File: src/design/mtl_pkg.sv
// ----------------------------------------------------------------------------
// mtl_pkg: shared types and constants for the markup text layout block
// Item and result formats, parser commands, tag codes and cursor helpers.
// ----------------------------------------------------------------------------
package mtl_pkg;

  localparam int unsigned QDEPTH = 4;
  localparam int unsigned QAW    = $clog2(QDEPTH);
  localparam int unsigned ODEPTH = 2;
  localparam int unsigned OAW    = $clog2(ODEPTH);

  localparam logic [11:0] X_HOME      = 12'd40;
  localparam logic [15:0] Y_HOME      = 16'd50;
  localparam logic [11:0] WRAP_MARGIN = 12'd40;
  localparam logic [15:0] BOT_MARGIN  = 16'd20;
  localparam logic [4:0]  LINE_STEP   = 5'd18;
  localparam logic [4:0]  H1_OPEN_DY  = 5'd10;
  localparam logic [4:0]  H1_CLOSE_DY = 5'd24;
  localparam logic [4:0]  H2_OPEN_DY  = 5'd6;
  localparam logic [4:0]  H2_CLOSE_DY = 5'd22;
  localparam logic [4:0]  P_OPEN_DY   = 5'd8;
  localparam logic [4:0]  P_CLOSE_DY  = 5'd20;
  localparam logic [3:0]  ADV_NORMAL  = 4'd8;
  localparam logic [3:0]  ADV_LARGE   = 4'd11;

  localparam logic [7:0] CH_NUL   = 8'h00;
  localparam logic [7:0] CH_TAB   = 8'h09;
  localparam logic [7:0] CH_NL    = 8'h0A;
  localparam logic [7:0] CH_SPACE = 8'h20;
  localparam logic [7:0] CH_DASH  = 8'h2D;
  localparam logic [7:0] CH_SLASH = 8'h2F;
  localparam logic [7:0] CH_LT    = 8'h3C;
  localparam logic [7:0] CH_GT    = 8'h3E;
  localparam logic [7:0] CH_UA    = 8'h41;
  localparam logic [7:0] CH_UZ    = 8'h5A;
  localparam logic [7:0] CASE_OFS = 8'h20;
  localparam logic [7:0] CH_1     = 8'h31;
  localparam logic [7:0] CH_2     = 8'h32;
  localparam logic [7:0] CH_LA    = 8'h61;
  localparam logic [7:0] CH_LB    = 8'h62;
  localparam logic [7:0] CH_LH    = 8'h68;
  localparam logic [7:0] CH_LI    = 8'h69;
  localparam logic [7:0] CH_LL    = 8'h6C;
  localparam logic [7:0] CH_LP    = 8'h70;
  localparam logic [7:0] CH_LR    = 8'h72;

  typedef enum logic [0:0] {
    REG_SCREEN_WIDTH  = 1'b0,
    REG_SCREEN_HEIGHT = 1'b1
  } reg_idx_t;

  typedef enum logic [2:0] {
    COL_TEXT = 3'd0,
    COL_H1   = 3'd1,
    COL_H2   = 3'd2,
    COL_LINK = 3'd3,
    COL_BOLD = 3'd4
  } color_t;

  typedef enum logic [1:0] {
    MODE_TEXT = 2'd0,
    MODE_OPEN = 2'd1,
    MODE_NAME = 2'd2,
    MODE_SKIP = 2'd3
  } mode_t;

  typedef enum logic [2:0] {
    OP_START = 3'd0,
    OP_GLYPH = 3'd1,
    OP_TAG   = 3'd2,
    OP_CHECK = 3'd3,
    OP_HALT  = 3'd4
  } op_t;

  typedef enum logic [2:0] {
    TAG_NONE = 3'd0,
    TAG_H1   = 3'd1,
    TAG_H2   = 3'd2,
    TAG_P    = 3'd3,
    TAG_B    = 3'd4,
    TAG_A    = 3'd5,
    TAG_LI   = 3'd6,
    TAG_BR   = 3'd7
  } tag_t;

  typedef struct packed {
    logic       kind;
    logic [7:0] char_code;
  } in_item_t;

  typedef struct packed {
    logic [11:0] pos_x;
    logic [15:0] pos_y;
    logic [7:0]  glyph;
    logic [2:0]  color_code;
    logic        large_res;
    logic        last;
  } out_item_t;

  typedef struct packed {
    op_t        op;
    tag_t       tag;
    logic       closing;
    logic       check;
    logic [7:0] ch;
  } cmd_t;

  function automatic logic [15:0] sat_add(input logic [15:0] y, input logic [4:0] dy);
    logic [16:0] s;
    s = {1'b0, y} + {12'd0, dy};
    return s[16] ? 16'hFFFF : s[15:0];
  endfunction

  function automatic logic past_bottom(input logic [15:0] y, input logic [11:0] height);
    return ({1'b0, y} + {1'b0, BOT_MARGIN}) > {5'd0, height};
  endfunction

endpackage

File: src/design/mtl_front.sv
// ----------------------------------------------------------------------------
// mtl_front: markup parser front end
// Tracks tag syntax per character and issues layout commands to the queue.
// ----------------------------------------------------------------------------
module mtl_front
  import mtl_pkg::*;
(
  input  logic     clk,
  input  logic     rst_n,
  input  logic     accept,
  input  in_item_t item,
  output logic     cmd_push,
  output cmd_t     cmd
);

  mode_t      mode_r, mode_nxt;
  logic       closing_r, closing_nxt;
  logic [7:0] name0_r, name0_nxt;
  logic [7:0] name1_r, name1_nxt;
  logic [1:0] nlen_r, nlen_nxt;
  logic       pend_r, pend_nxt;

  logic [7:0] c;
  logic [7:0] c_low;
  logic       is_term;
  tag_t       tag_id;

  assign c       = item.char_code;
  assign c_low   = (c >= CH_UA && c <= CH_UZ) ? c + CASE_OFS : c;
  assign is_term = (c == CH_GT) || (c == CH_SPACE) || (c == CH_SLASH);

  always_comb begin
    tag_id = TAG_NONE;
    if (nlen_r == 2'd1) begin
      if (name0_r == CH_LP) tag_id = TAG_P;
      else if (name0_r == CH_LB) tag_id = TAG_B;
      else if (name0_r == CH_LA) tag_id = TAG_A;
    end else if (nlen_r == 2'd2) begin
      if (name0_r == CH_LH && name1_r == CH_1) tag_id = TAG_H1;
      else if (name0_r == CH_LH && name1_r == CH_2) tag_id = TAG_H2;
      else if (name0_r == CH_LL && name1_r == CH_LI) tag_id = TAG_LI;
      else if (name0_r == CH_LB && name1_r == CH_LR) tag_id = TAG_BR;
    end
  end

  always_ff @(posedge clk) begin
    if (!rst_n) begin
      mode_r    <= MODE_TEXT;
      closing_r <= 1'b0;
      name0_r   <= '0;
      name1_r   <= '0;
      nlen_r    <= '0;
      pend_r    <= 1'b0;
    end else begin
      mode_r    <= mode_nxt;
      closing_r <= closing_nxt;
      name0_r   <= name0_nxt;
      name1_r   <= name1_nxt;
      nlen_r    <= nlen_nxt;
      pend_r    <= pend_nxt;
    end
  end

  always_comb begin
    mode_nxt    = mode_r;
    closing_nxt = closing_r;
    name0_nxt   = name0_r;
    name1_nxt   = name1_r;
    nlen_nxt    = nlen_r;
    pend_nxt    = pend_r;
    cmd_push    = 1'b0;
    cmd.op      = OP_START;
    cmd.tag     = tag_id;
    cmd.closing = closing_r;
    cmd.check   = 1'b0;
    cmd.ch      = c;
    if (accept) begin
      if (!item.kind) begin
        cmd_push    = 1'b1;
        cmd.op      = OP_START;
        mode_nxt    = MODE_TEXT;
        closing_nxt = 1'b0;
        name0_nxt   = '0;
        name1_nxt   = '0;
        nlen_nxt    = '0;
        pend_nxt    = 1'b0;
      end else if (c == CH_NUL) begin
        cmd_push = 1'b1;
        cmd.op   = OP_HALT;
      end else begin
        unique case (mode_r)
          MODE_TEXT: begin
            if (c == CH_LT) begin
              cmd_push    = pend_r;
              cmd.op      = OP_CHECK;
              pend_nxt    = 1'b0;
              mode_nxt    = MODE_OPEN;
              closing_nxt = 1'b0;
              nlen_nxt    = '0;
              name0_nxt   = '0;
              name1_nxt   = '0;
            end else begin
              cmd_push = 1'b1;
              cmd.op   = OP_GLYPH;
              cmd.ch   = (c == CH_NL || c == CH_TAB) ? CH_SPACE : c;
              pend_nxt = 1'b1;
            end
          end
          MODE_SKIP: begin
            if (c == CH_GT) begin
              cmd_push = 1'b1;
              cmd.op   = OP_CHECK;
              mode_nxt = MODE_TEXT;
            end
          end
          MODE_OPEN, MODE_NAME: begin
            if (mode_r == MODE_OPEN && c == CH_SLASH) begin
              closing_nxt = 1'b1;
              mode_nxt    = MODE_NAME;
            end else if (is_term) begin
              cmd_push  = 1'b1;
              cmd.op    = OP_TAG;
              cmd.check = (c == CH_GT);
              mode_nxt  = (c == CH_GT) ? MODE_TEXT : MODE_SKIP;
            end else begin
              if (nlen_r == 2'd0) name0_nxt = c_low;
              if (nlen_r == 2'd1) name1_nxt = c_low;
              if (nlen_r != 2'd3) nlen_nxt = nlen_r + 2'd1;
              mode_nxt = MODE_NAME;
            end
          end
          default: mode_nxt = MODE_TEXT;
        endcase
      end
    end
  end

endmodule

File: src/design/mtl_cmd_queue.sv
// ----------------------------------------------------------------------------
// mtl_cmd_queue: command queue between parser and layout engine
// Small first-in first-out store that decouples the two sides.
// ----------------------------------------------------------------------------
module mtl_cmd_queue
  import mtl_pkg::*;
(
  input  logic clk,
  input  logic rst_n,
  input  logic push,
  input  cmd_t din,
  output logic full,
  input  logic pop,
  output cmd_t dout,
  output logic empty
);

  cmd_t             mem [QDEPTH];
  logic [QAW-1:0]   wp_r, wp_nxt;
  logic [QAW-1:0]   rp_r, rp_nxt;
  logic [QAW:0]     cnt_r, cnt_nxt;

  assign full  = (cnt_r == (QAW+1)'(QDEPTH));
  assign empty = (cnt_r == '0);
  assign dout  = mem[rp_r];

  always_ff @(posedge clk) begin
    if (push && !full) mem[wp_r] <= din;
  end

  always_comb begin
    wp_nxt  = wp_r;
    rp_nxt  = rp_r;
    cnt_nxt = cnt_r;
    if (push && !full) wp_nxt = wp_r + 1'b1;
    if (pop && !empty) rp_nxt = rp_r + 1'b1;
    if ((push && !full) && !(pop && !empty)) cnt_nxt = cnt_r + 1'b1;
    else if (!(push && !full) && (pop && !empty)) cnt_nxt = cnt_r - 1'b1;
  end

  always_ff @(posedge clk) begin
    if (!rst_n) begin
      wp_r  <= '0;
      rp_r  <= '0;
      cnt_r <= '0;
    end else begin
      wp_r  <= wp_nxt;
      rp_r  <= rp_nxt;
      cnt_r <= cnt_nxt;
    end
  end

endmodule

File: src/design/mtl_back.sv
// ----------------------------------------------------------------------------
// mtl_back: layout engine
// Executes parser commands on the cursor and style state, emits glyphs.
// ----------------------------------------------------------------------------
module mtl_back
  import mtl_pkg::*;
(
  input  logic        clk,
  input  logic        rst_n,
  input  logic [11:0] screen_width,
  input  logic [11:0] screen_height,
  input  logic        q_empty,
  input  cmd_t        q_head,
  output logic        q_pop,
  output logic        out_empty,
  input  logic        out_pop,
  output out_item_t   out_res
);

  logic [11:0] cx_r, cx_nxt;
  logic [15:0] cy_r, cy_nxt;
  color_t      color_r, color_nxt;
  logic        big_r, big_nxt;
  logic        bold_r, bold_nxt;
  logic        stop_r, stop_nxt;
  logic [1:0]  li_cnt_r, li_cnt_nxt;

  out_item_t       ob_mem [ODEPTH];
  logic [OAW-1:0]  ob_wp_r, ob_rp_r;
  logic [OAW:0]    ob_cnt_r;
  logic            ob_full;
  logic            ob_push;
  logic            ob_pop;

  logic        proceed;
  logic        done;
  logic        emit;
  logic        last;
  logic [7:0]  gch;
  logic        is_li;
  logic        chk_now;
  logic [4:0]  dy;
  logic        to_home;
  logic [15:0] y_tag;
  logic [11:0] gx_in;
  logic [15:0] gy_in;
  logic        wrap;
  logic [11:0] px;
  logic [15:0] py;
  out_item_t   res;

  assign ob_full = (ob_cnt_r == (OAW+1)'(ODEPTH));
  assign proceed = !q_empty && !ob_full;
  assign is_li   = (q_head.op == OP_TAG) && (q_head.tag == TAG_LI) && !q_head.closing
                   && !stop_r;
  assign done    = !is_li || (li_cnt_r == 2'd3);
  assign q_pop   = proceed && done;
  assign ob_push = proceed && emit;
  assign ob_pop  = out_pop && !out_empty;

  always_comb begin
    dy      = '0;
    to_home = 1'b0;
    case (q_head.tag)
      TAG_H1: begin
        to_home = 1'b1;
        dy      = q_head.closing ? H1_CLOSE_DY : ((cy_r > Y_HOME) ? H1_OPEN_DY : 5'd0);
      end
      TAG_H2: begin
        to_home = 1'b1;
        dy      = q_head.closing ? H2_CLOSE_DY : H2_OPEN_DY;
      end
      TAG_P: begin
        to_home = 1'b1;
        dy      = q_head.closing ? P_CLOSE_DY : P_OPEN_DY;
      end
      TAG_LI: begin
        to_home = !q_head.closing;
        dy      = q_head.closing ? 5'd0 : LINE_STEP;
      end
      TAG_BR: begin
        to_home = 1'b1;
        dy      = LINE_STEP;
      end
      default: begin
        to_home = 1'b0;
        dy      = '0;
      end
    endcase
  end

  assign y_tag = sat_add(cy_r, dy);
  assign gx_in = (is_li && li_cnt_r == 2'd0) ? X_HOME : cx_r;
  assign gy_in = (is_li && li_cnt_r == 2'd0) ? y_tag : cy_r;
  assign wrap  = ({1'b0, gx_in} + {1'b0, WRAP_MARGIN}) > {1'b0, screen_width};
  assign px    = wrap ? X_HOME : gx_in;
  assign py    = wrap ? sat_add(gy_in, LINE_STEP) : gy_in;

  always_comb begin
    cx_nxt     = cx_r;
    cy_nxt     = cy_r;
    color_nxt  = color_r;
    big_nxt    = big_r;
    bold_nxt   = bold_r;
    stop_nxt   = stop_r;
    li_cnt_nxt = li_cnt_r;
    emit       = 1'b0;
    last       = 1'b0;
    gch        = q_head.ch;
    chk_now    = 1'b0;
    if (proceed) begin
      unique case (q_head.op)
        OP_START: begin
          cx_nxt     = X_HOME;
          cy_nxt     = Y_HOME;
          color_nxt  = COL_TEXT;
          big_nxt    = 1'b0;
          bold_nxt   = 1'b0;
          stop_nxt   = 1'b0;
          li_cnt_nxt = '0;
        end
        OP_HALT: stop_nxt = 1'b1;
        OP_CHECK: chk_now = !stop_r;
        OP_GLYPH: begin
          if (!stop_r) begin
            emit   = 1'b1;
            last   = 1'b1;
            cx_nxt = px + (big_r ? 12'(ADV_LARGE) : 12'(ADV_NORMAL));
            cy_nxt = py;
          end
        end
        OP_TAG: begin
          if (is_li) begin
            emit       = 1'b1;
            last       = (li_cnt_r == 2'd3);
            gch        = (li_cnt_r == 2'd2) ? CH_DASH : CH_SPACE;
            cx_nxt     = px + (big_r ? 12'(ADV_LARGE) : 12'(ADV_NORMAL));
            cy_nxt     = py;
            li_cnt_nxt = li_cnt_r + 2'd1;
            chk_now    = (li_cnt_r == 2'd3) && q_head.check;
          end else if (!stop_r) begin
            chk_now = q_head.check;
            if (to_home) cx_nxt = X_HOME;
            cy_nxt = y_tag;
            case (q_head.tag)
              TAG_H1: begin
                big_nxt   = !q_head.closing;
                color_nxt = q_head.closing ? COL_TEXT : COL_H1;
              end
              TAG_H2: begin
                big_nxt   = !q_head.closing;
                color_nxt = q_head.closing ? COL_TEXT : COL_H2;
              end
              TAG_B: bold_nxt = !q_head.closing;
              TAG_A: color_nxt = q_head.closing ? COL_TEXT : COL_LINK;
              default: bold_nxt = bold_r;
            endcase
          end
        end
        default: stop_nxt = stop_r;
      endcase
      if (chk_now && past_bottom(cy_nxt, screen_height)) stop_nxt = 1'b1;
    end
  end

  always_ff @(posedge clk) begin
    if (!rst_n) begin
      cx_r     <= X_HOME;
      cy_r     <= Y_HOME;
      color_r  <= COL_TEXT;
      big_r    <= 1'b0;
      bold_r   <= 1'b0;
      stop_r   <= 1'b0;
      li_cnt_r <= '0;
    end else begin
      cx_r     <= cx_nxt;
      cy_r     <= cy_nxt;
      color_r  <= color_nxt;
      big_r    <= big_nxt;
      bold_r   <= bold_nxt;
      stop_r   <= stop_nxt;
      li_cnt_r <= li_cnt_nxt;
    end
  end

  always_comb begin
    res.pos_x      = px;
    res.pos_y      = py;
    res.glyph      = gch;
    res.color_code = bold_r ? COL_BOLD : color_r;
    res.large_res  = big_r;
    res.last       = last;
  end

  always_ff @(posedge clk) begin
    if (ob_push) ob_mem[ob_wp_r] <= res;
  end

  always_ff @(posedge clk) begin
    if (!rst_n) begin
      ob_wp_r  <= '0;
      ob_rp_r  <= '0;
      ob_cnt_r <= '0;
    end else begin
      if (ob_push) ob_wp_r <= ob_wp_r + 1'b1;
      if (ob_pop) ob_rp_r <= ob_rp_r + 1'b1;
      if (ob_push && !ob_pop) ob_cnt_r <= ob_cnt_r + 1'b1;
      else if (!ob_push && ob_pop) ob_cnt_r <= ob_cnt_r - 1'b1;
    end
  end

  assign out_empty = (ob_cnt_r == '0);
  assign out_res   = ob_mem[ob_rp_r];

  a_ob_bound: assert property (@(posedge clk) disable iff (!rst_n)
    ob_cnt_r <= (OAW+1)'(ODEPTH))
    else $error("result buffer overflow");

  a_li_hold: assert property (@(posedge clk) disable iff (!rst_n)
    (li_cnt_r != 2'd0) |-> (!q_empty && q_head.op == OP_TAG && q_head.tag == TAG_LI
                            && !q_head.closing))
    else $error("list burst lost its command");

  a_start: assert property (@(posedge clk) disable iff (!rst_n)
    (proceed && q_head.op == OP_START) |=> (!stop_r && cx_r == X_HOME && cy_r == Y_HOME))
    else $error("start did not restore layout");

  a_no_emit_stopped: assert property (@(posedge clk) disable iff (!rst_n)
    ob_push |-> !stop_r)
    else $error("glyph emitted while stopped");

endmodule

File: src/design/markup_text_layout.sv
// ----------------------------------------------------------------------------
// markup_text_layout: markup document to glyph placement commands
// Parses tags and text one byte at a time and places glyphs on screen.
// ----------------------------------------------------------------------------
// Usage:
//   Input queue: drive in_item and raise in_push; the item transfers on a
//   clock edge with in_push high and in_full low. kind 0 starts a document,
//   kind 1 carries one byte. One item is taken every cycle while the command
//   queue has room.
//   Result queue: while out_empty is low, out_res holds the oldest glyph; it
//   transfers on a clock edge with out_pop high. A text byte gives one glyph,
//   an opening li tag four glyphs; other bytes give none.
//   A byte's command passes the command queue, its glyph the result buffer.
//   Throughput: one byte per cycle while the command queue has room; the
//   layout engine emits at most one glyph per cycle, so each li tag holds the
//   command queue. Stalls: with out_pop low the two-entry result buffer fills,
//   the engine holds, the four-entry command queue fills and in_full rises.
//   Configuration: cfg_index 0 is screen width, 1 is screen height; writes
//   are always taken. Reset sets 1024 by 768, empties both queues and puts
//   the cursor at home.
// ----------------------------------------------------------------------------
module markup_text_layout
  import mtl_pkg::*;
(
  input  logic        clk,
  input  logic        rst_n,
  input  logic        in_push,
  input  in_item_t    in_item,
  output logic        in_full,
  output logic        out_empty,
  input  logic        out_pop,
  output out_item_t   out_res,
  input  logic        cfg_valid,
  output logic        cfg_ready,
  input  logic [1:0]  cfg_index,
  input  logic [11:0] cfg_data
);

  logic [11:0] width_r;
  logic [11:0] height_r;
  logic        accept;
  logic        cmd_push;
  cmd_t        cmd;
  logic        q_pop;
  logic        q_empty;
  cmd_t        q_head;

  assign cfg_ready = 1'b1;
  assign accept    = in_push && !in_full;

  always_ff @(posedge clk) begin
    if (!rst_n) begin
      width_r  <= 12'd1024;
      height_r <= 12'd768;
    end else if (cfg_valid && cfg_ready && cfg_index[1] == 1'b0) begin
      if (cfg_index[0] == REG_SCREEN_WIDTH) width_r <= cfg_data;
      if (cfg_index[0] == REG_SCREEN_HEIGHT) height_r <= cfg_data;
    end
  end

  mtl_front u_front (
    .clk      (clk),
    .rst_n    (rst_n),
    .accept   (accept),
    .item     (in_item),
    .cmd_push (cmd_push),
    .cmd      (cmd)
  );

  mtl_cmd_queue u_queue (
    .clk   (clk),
    .rst_n (rst_n),
    .push  (cmd_push),
    .din   (cmd),
    .full  (in_full),
    .pop   (q_pop),
    .dout  (q_head),
    .empty (q_empty)
  );

  mtl_back u_back (
    .clk           (clk),
    .rst_n         (rst_n),
    .screen_width  (width_r),
    .screen_height (height_r),
    .q_empty       (q_empty),
    .q_head        (q_head),
    .q_pop         (q_pop),
    .out_empty     (out_empty),
    .out_pop       (out_pop),
    .out_res       (out_res)
  );

endmodule
File: config.mk
export PLATFORM = sky130hd
export DESIGN_NAME = markup_text_layout
export DESIGN_NICKNAME = d
export VERILOG_FILES = /design/src/design/mtl_pkg.sv /design/src/design/mtl_front.sv /design/src/design/mtl_cmd_queue.sv /design/src/design/mtl_back.sv /design/src/design/markup_text_layout.sv
export SDC_FILE = /design/constraint.sdc
export NUM_CORES = 1
export LEC_CHECK = 0
export CAP_MARGIN = 25
export CORE_MARGIN = 5
export CORE_UTILIZATION = 50
export DETAILED_ROUTE_END_ITERATION = 8
export DONT_BUFFER_PORTS = 1
export PLACE_DENSITY = 0.75
export SLEW_MARGIN = 10
export SYNTH_ARGS = -nofsm -noshare
export SYNTH_HDL_FRONTEND = slang
export SYNTH_HIERARCHICAL = 1
export SYNTH_SLANG_ARGS = --single-unit
File: constraint.sdc
create_clock -name clk -period 7.7 [get_ports clk]
set_input_delay 0.385 -clock clk [delete_from_list [all_inputs] [get_ports clk]]
set_output_delay 0.385 -clock clk [all_outputs]
set_load 0.01 [all_outputs]
==> flow_summary.toml, run 1 <==
[power_and_ir_drop]
power.internal_uw = 3156
power.density_nw_per_um2 = 333.5
leakage_uw = 0.005785
p_clk_share_pct = 25.9
ir_drop_uv = 192.7
switchingPower_uw = 2014
combPwrFrac_pct = 41.4
p_total_uw = 5170
swShare_pct = 38.95
p_seq_share_pct = 32.7

[timing]
whs_ns = 0.01107
final_hold_viol_count = 0
final.setup.worst_slack_ns = 0.3563
fmax_mhz = 136.2
min_period_over_period_pct = 95.37
finalSetupViolations = 0
drv_slew = 0
relSlewSlack_pct = 36.55
clock_skew_ns = 0.01381
period_minus_slack_ns = 7.344
worst_pin_slew_ns = 0.9389

[floorplan]
fp-row-count = 61
core_um2 = 27630
die_height_um = 176.7
start_util_pct = 50.29
dieArea_um2 = 31220
ios = 72
die_w_um = 176.7

[synth]
syn_area_um2 = 13890
ys_top_cells_by_count = "edfxtp_1, nand2_1, dfxtp_1, nor2_1, inv_1"
yosysTopAreaCell = "edfxtp_1"
synth_compound_area_share_pct = 15.82
synth.area.mux_share_pct = 8.664
synth_xor_xnor_area_share_pct = 2.143
synthArstFlopShare_pct = 0
synth_fp_nets = 1437
synth_top_family_by_area = "simple AND/OR/NAND/NOR gates"
synth_area_per_cell_um2 = 10.25
ys_ff_latch = 241
synthAdderAreaFrac_pct = 4.935
netlist_instances = 1356
synth_most_common_cell = "edfxtp_1"
ys.warnings.count = 6
netlist_top_cells_area = "edfxtp_1, dfxtp_1, ha_1, nand2_1, mux2_2"
synth_ff_type = "edfxtp_1"
synth_edf_count = 146
yosysSeqAreaShare_pct = 45.24
synth.top_cell.area_share_pct = 31.56
synthSimpleGateAreaFrac_pct = 18.18
yosysUniqueCellTypes = 107

[clock_network]
numCtsBuffers = 26
clockBufferDepth = 3
cts_tree = "done"
clk_latency_ns = 0.54
clk_pin_slew_ns = 0.06
cts_sinks = 241
clockRootBuffer = "clkbuf_16"
cts_max_level = 1

[grt]
grt_pass1_wl_um = 59170
grt_pass1_vias = 10490
groute.usage.overall_pct = 23.80
grt_antenna_before_repair = 1
overflow = 0
grt_max_degree = 61

[detailed_routing]
drc = 0
via_per_inst = 6.274
vias = 11070
wirelength_um = 38490
routedWlPerCell_um = 21.82
dr.pass1.iters = 6
ant_nets = 0
drt_first_iter_violations = 1261

[final_layout]
drive_gt1_share_pct = 17.03
area_growth_pct = 11.57
nFillCells = 2394
multiInputGateArea_um2 = 6988
nNetsFinal = 1447
diodes = 0
seqCellArea_um2 = 6291

[worst_setup_path]
endpoint_kind = "flip-flop"
cpMostUsedCell = "a21o_1"
arrival_ns = 7.75
critPathSlowestCell = "mux4_2"
critPathLaunchType = "flip-flop"
crit_fanout = 8
max_stage_delay_ns = 0.52
critPathKind = "flip-flop to flip-flop"
cp.buffers_inverters = 3
crit_family = "compound AO/OA/AOI/OAI gates"
crit_required_ns = 8.11

[placement]
port_buffers = 0
pre_cts_ws_ns = 0.02505
dp_hpwl_um = 26570
gp_congestion = 1.013

[status]
status = "completed"

[job]
cap_viol_max_count = 0

[hold_path]
worstHoldPathType = "primary input to flip-flop"
path summary, 6_finish.rpt:
check	from	slack, ns	cells after the start	endpoint
max	flip-flop	0.36	35	u_back/stop_r
min	rst_n	0.01	2	height_r[10]
max reg2reg	flip-flop	0.36	35	u_back/stop_r
min reg2reg	width_r[4]	0.45	2	width_r[4]
flip-flops by register name, summed over array words and instances, names as in the netlist, 2 cells and up, named ones only:
signal and flops:
u_queue/wp_r 2, u_front/mode_r 2, height_r 12, u_queue/mem 64, u_front/name0_r 8, u_queue/cnt_r 3
u_back/cy_r 16, u_back/ob_mem 82, u_front/nlen_r 2, width_r 12, u_back/ob_cnt_r 2, u_back/color_r 2
u_queue/rp_r 2, u_back/cx_r 12, u_back/li_cnt_r 2, u_front/name1_r 8
timing repair:
action / CTS / global route
setup buffers: 0 / 3
setup endpoints to repair: 1 / 1
hold endpoints to repair: 71 / 5
hold buffers: 13 / 2
pin swaps: 0 / 2
resized for setup: 1 / 25
power by group through the flow:
| stage | sequential (uW) | clock [uW] | combinational, uW |
|---|---|---|---|
| 2_1_floorplan | 1630 | 0 | 1510 |
| 3_3_place_gp | 1720 | 0 | 1980 |
| 3_5_place_dp | 1720 | 0 | 2000 |
| 4_1_cts | 1700 | 1360 | 2030 |
| 5_1_grt | 1710 | 1420 | 2280 |
| 6_report | 1690 | 1340 | 2140 |
cell type report:
type,instances,area share (%)
Inverter,63,1.526
Multi-Input combinational cell,968,45.08
Tap cell,378,3.051
Clock inverter,20,1.647
Timing Repair Buffer,66,3.737
Sequential cell,241,40.58
Clock buffer,28,4.375
logic make-up (layout without fill, tap and decap cells):
| logic type | Yosys count | count (layout) |
|---|---|---|
| XOR/XNOR | 34 | 34 |
| multiplexers | 95 | 95 |
| AND/OR/NAND/NOR | 475 | 475 |
| buffers and inverters | 147 | 177 |
| other | 1 | 1 |
| AO/OA/AOI/OAI | 310 | 310 |
| flip-flops | 241 | 241 |
| adder cells (fa/ha/maj) | 53 | 53 |
placed cells by master (no fill, tap or decap), drive strengths merged, types with 13 or more instances in the layout:
cell,netlist,final
edfxtp,146,146
nand2,136,136
nor2,98,98
dfxtp,95,95
inv,62,65
o21ai,57,57
a21oi,56,56
buf,39,52
ha,50,50
mux2,42,42
nand3,40,40
a31oi,38,38
mux2i,37,37
nor2b,28,28
clkbuf,43,28
and2,27,27
and3,25,25
nor3,23,23
xnor2,21,21
a21o,19,19
nand4,17,17
mux4,16,16
a32o,15,15
dlygate4sd3,1,14
o21a,14,14
xor2,13,13
through the flow:
step	instances	setup TNS, ns	util [%]	instance area (um^2)
after floorplan	1356	0	-	13890
after global placement	1696	0	51.65	14270
after detailed placement	1696	0	51.65	14270
after CTS	1757	0	55.54	15350
after global routing	1764	-0.03040	56.10	15500
final	1764	0	56.10	15500
metal layers:
metal / vias up / wire length (um) / global-route usage (%) / part of all wire, %
li1: 5064 / - / - / -
met1: 5354 / 16290 / 33.28 / 42
met2: 533 / 17380 / 37.36 / 45
met3: 114 / 3425 / 4.956 / 8.9
met4: 2 / 1384 / 7.608 / 3.6
met5: - / 13 / 0 / 0.034
Power figures use the tool's default switching activity.
==> run 2: changes to the inputs <==
--- a/config.mk
+++ b/config.mk
@@ -5,6 +5,7 @@
 export SDC_FILE = /design/constraint.sdc
 export NUM_CORES = 1
 export LEC_CHECK = 0
+export ABC_AREA = 1
 export CAP_MARGIN = 25
 export CORE_MARGIN = 5
 export CORE_UTILIZATION = 50
==> run 2 against run 1 <==
Net effect: non-clock buffer count fell by 33; synthesized area rose by 4.4%; clock power fell by 5%; setup slack improved by 0.41 ns; critical path type unchanged; maximum frequency rose by 6.0%; utilization fell by 0.78 points; clock-buffer cell count rose by 6; register-to-register slack improved by 0.41 ns; final cell count rose by 27%.
==> flow_summary.toml, run 2 <==
[synth]
synthArstFlopShare_pct = 0
yosysTopAreaCell = "edfxtp_1"
ys.warnings.count = 6
synth_ff_type = "edfxtp_1"
netlist_instances = 1851
yosysSeqAreaShare_pct = 43.33
netlist_top_cells_area = "edfxtp_1, dfxtp_1, nand2_1, nor2_1, inv_1"
synth_edf_count = 146
synth.top_cell.area_share_pct = 30.22
synth_fp_nets = 1932
synth_area_per_cell_um2 = 7.837
synth_most_common_cell = "nand2_1"
syn_area_um2 = 14510
yosysUniqueCellTypes = 59
ys_top_cells_by_count = "nand2_1, nor2_1, inv_1"
ys_ff_latch = 241

[final_layout]
top_register = "u_back/ob_mem"
mostFrequentLayoutCell = "nand2_1"
top_regs = "u_back/ob_mem (82), u_queue/mem (64), u_back/cy_r (16)"
largest_reg_flops = 82
drive_gt1_share_pct = 10.78
area_growth_pct = 9.462
nNetsFinal = 1925
diodes = 0
seqCellArea_um2 = 6289
multiInputGateArea_um2 = 6904
nFillCells = 2568
layout_common_cells = "nand2_1, nor2_1, inv_1, edfxtp_1, nand3_1"

[hold_path]
hold_depth = 2
worstHoldPathType = "primary input to flip-flop"
hp-start = "rst_n"
holdPathEnd = "u_front/mode_r[1]"

[grt]
grt_pass1_wl_um = 58900
overflow = 0
grt_antenna_before_repair = 0
groute.usage.overall_pct = 21.76
grt_max_degree = 44
grt_pass1_vias = 11610

[timing]
fmax_mhz = 144.3
relSlewSlack_pct = 34.24
drv_slew = 0
min_period_over_period_pct = 89.99
period_minus_slack_ns = 6.929
finalSetupViolations = 0
final_hold_viol_count = 0
tns_ns = 0
final.setup.worst_slack_ns = 0.7711
clock_skew_ns = 0.01543
whs_ns = 0.01452
worst_pin_slew_ns = 0.9854

[worst_setup_path]
r2r-end = "u_back/stop_r"
crit_fanout = 32
critPathLaunchType = "flip-flop"
cpMostUsedCell = "nand2_1"
critPathKind = "flip-flop to flip-flop"
crit_family = "simple AND/OR/NAND/NOR gates"
rr_worst_depth = 49
arrival_ns = 7.29
max_stage_delay_ns = 0.52
endpoint_kind = "flip-flop"
cp.buffers_inverters = 7
critPathSlowestCell = "or4_1"
r2r_slack_ns = 0.77
crit_required_ns = 8.07

[floorplan]
core_um2 = 28700
start_util_pct = 50.54
die_w_um = 180.3
dieArea_um2 = 32520
ios = 72
die_height_um = 180.3
fp-row-count = 62

[power_and_ir_drop]
leakage_uw = 0.006838
ir_drop_uv = 202.0
power.density_nw_per_um2 = 356.5

[detailed_routing]
ant_nets = 0
drt_first_iter_violations = 1053
dr.pass1.iters = 6
vias = 12150
drc = 0
routedWlPerCell_um = 16.09
via_per_inst = 5.404
wirelength_um = 36160

[clock_network]
clockBufferDepth = 3
numCtsBuffers = 26
cts_sinks = 241
clk_latency_ns = 0.53
cts_max_level = 1
post_cts_buffers = 0
clk_pin_slew_ns = 0.06
clockRootBuffer = "clkbuf_16"
cts_tree = "done"

[placement]
port_buffers = 0
pre_cts_ws_ns = 0.3096
dp_hpwl_um = 25540
gp_congestion = 0.9784

[job]
cap_viol_max_count = 0

[status]
status = "completed"
## run 2: where the power goes
| part | leakage (uW) | switching [uW] | internal [uW] |
|---|---|---|---|
| Combinational | 0.00431 | 1800 | 830 |
| Sequential | 0.00210 | 161 | 1600 |
| Clock | 0.000421 | 496 | 777 |
## run 2: kinds of logic (layout without fill, tap and decap cells)
logic type | count (synthesis) | count (layout) | share of synthesized area, %
AO/OA/AOI/OAI | 221 | 221 | 8.789
XOR/XNOR | 17 | 17 | 1.026
adder cells (fa/ha/maj) | 53 | 53 | 4.727
buffers and inverters | 335 | 348 | 9.445
flip-flops | 241 | 241 | 43.33
multiplexers | 41 | 41 | 3.183
other | 1 | 1 | 0.02585
AND/OR/NAND/NOR | 942 | 942 | 29.47
## run 2: how the worst max path moves through the flow
| stage | endpoint | slack (ns) | cells past startpoint |
|---|---|---|---|
| CTS | u_back/stop_r | 0.30 | 48 |
| global route | u_back/stop_r | -0.0004 | 50 |
| floorplan | u_back/stop_r | 1.31 | 48 |
| detailed placement | u_back/stop_r | 0.31 | 48 |
| global placement | u_back/stop_r | 0.62 | 48 |
| finish | u_back/stop_r | 0.77 | 49 |
## run 2: timing repair
action	4_1_cts	5_1_grt
gates resized for setup	0	10
hold buffers	19	0
setup endpoints to repair	0	1
hold endpoints to repair	64	0
## run 2: per-layer routing
metal,wire length [um],track usage [%],up-vias
met5,0,0,-
met4,1271,7.411,0
met3,2471,3.936,75
met2,17020,37.03,416
met1,15400,28.08,5601
li1,-,-,6056
## run 2: final cells by class
type | count | share of cell area (%)
clock buffer | 34 | 4.420
clock inverter | 14 | 1.119
inverter | 267 | 6.327
multi-input combinational | 1275 | 43.48
sequential | 241 | 39.60
tap | 384 | 3.026
timing repair buffer | 33 | 2.025
## run 2: stage by stage
stage	utilization, %	cells	total power (uW)	instance area [um^2]
finish	55.32	2248	5661	15880
global route	55.32	2248	6066	15880
CTS	55.10	2247	5627	15820
detailed placement	51.34	2180	4327	14740
global placement	51.34	2180	4271	14740
floorplan	-	1851	3700	14510
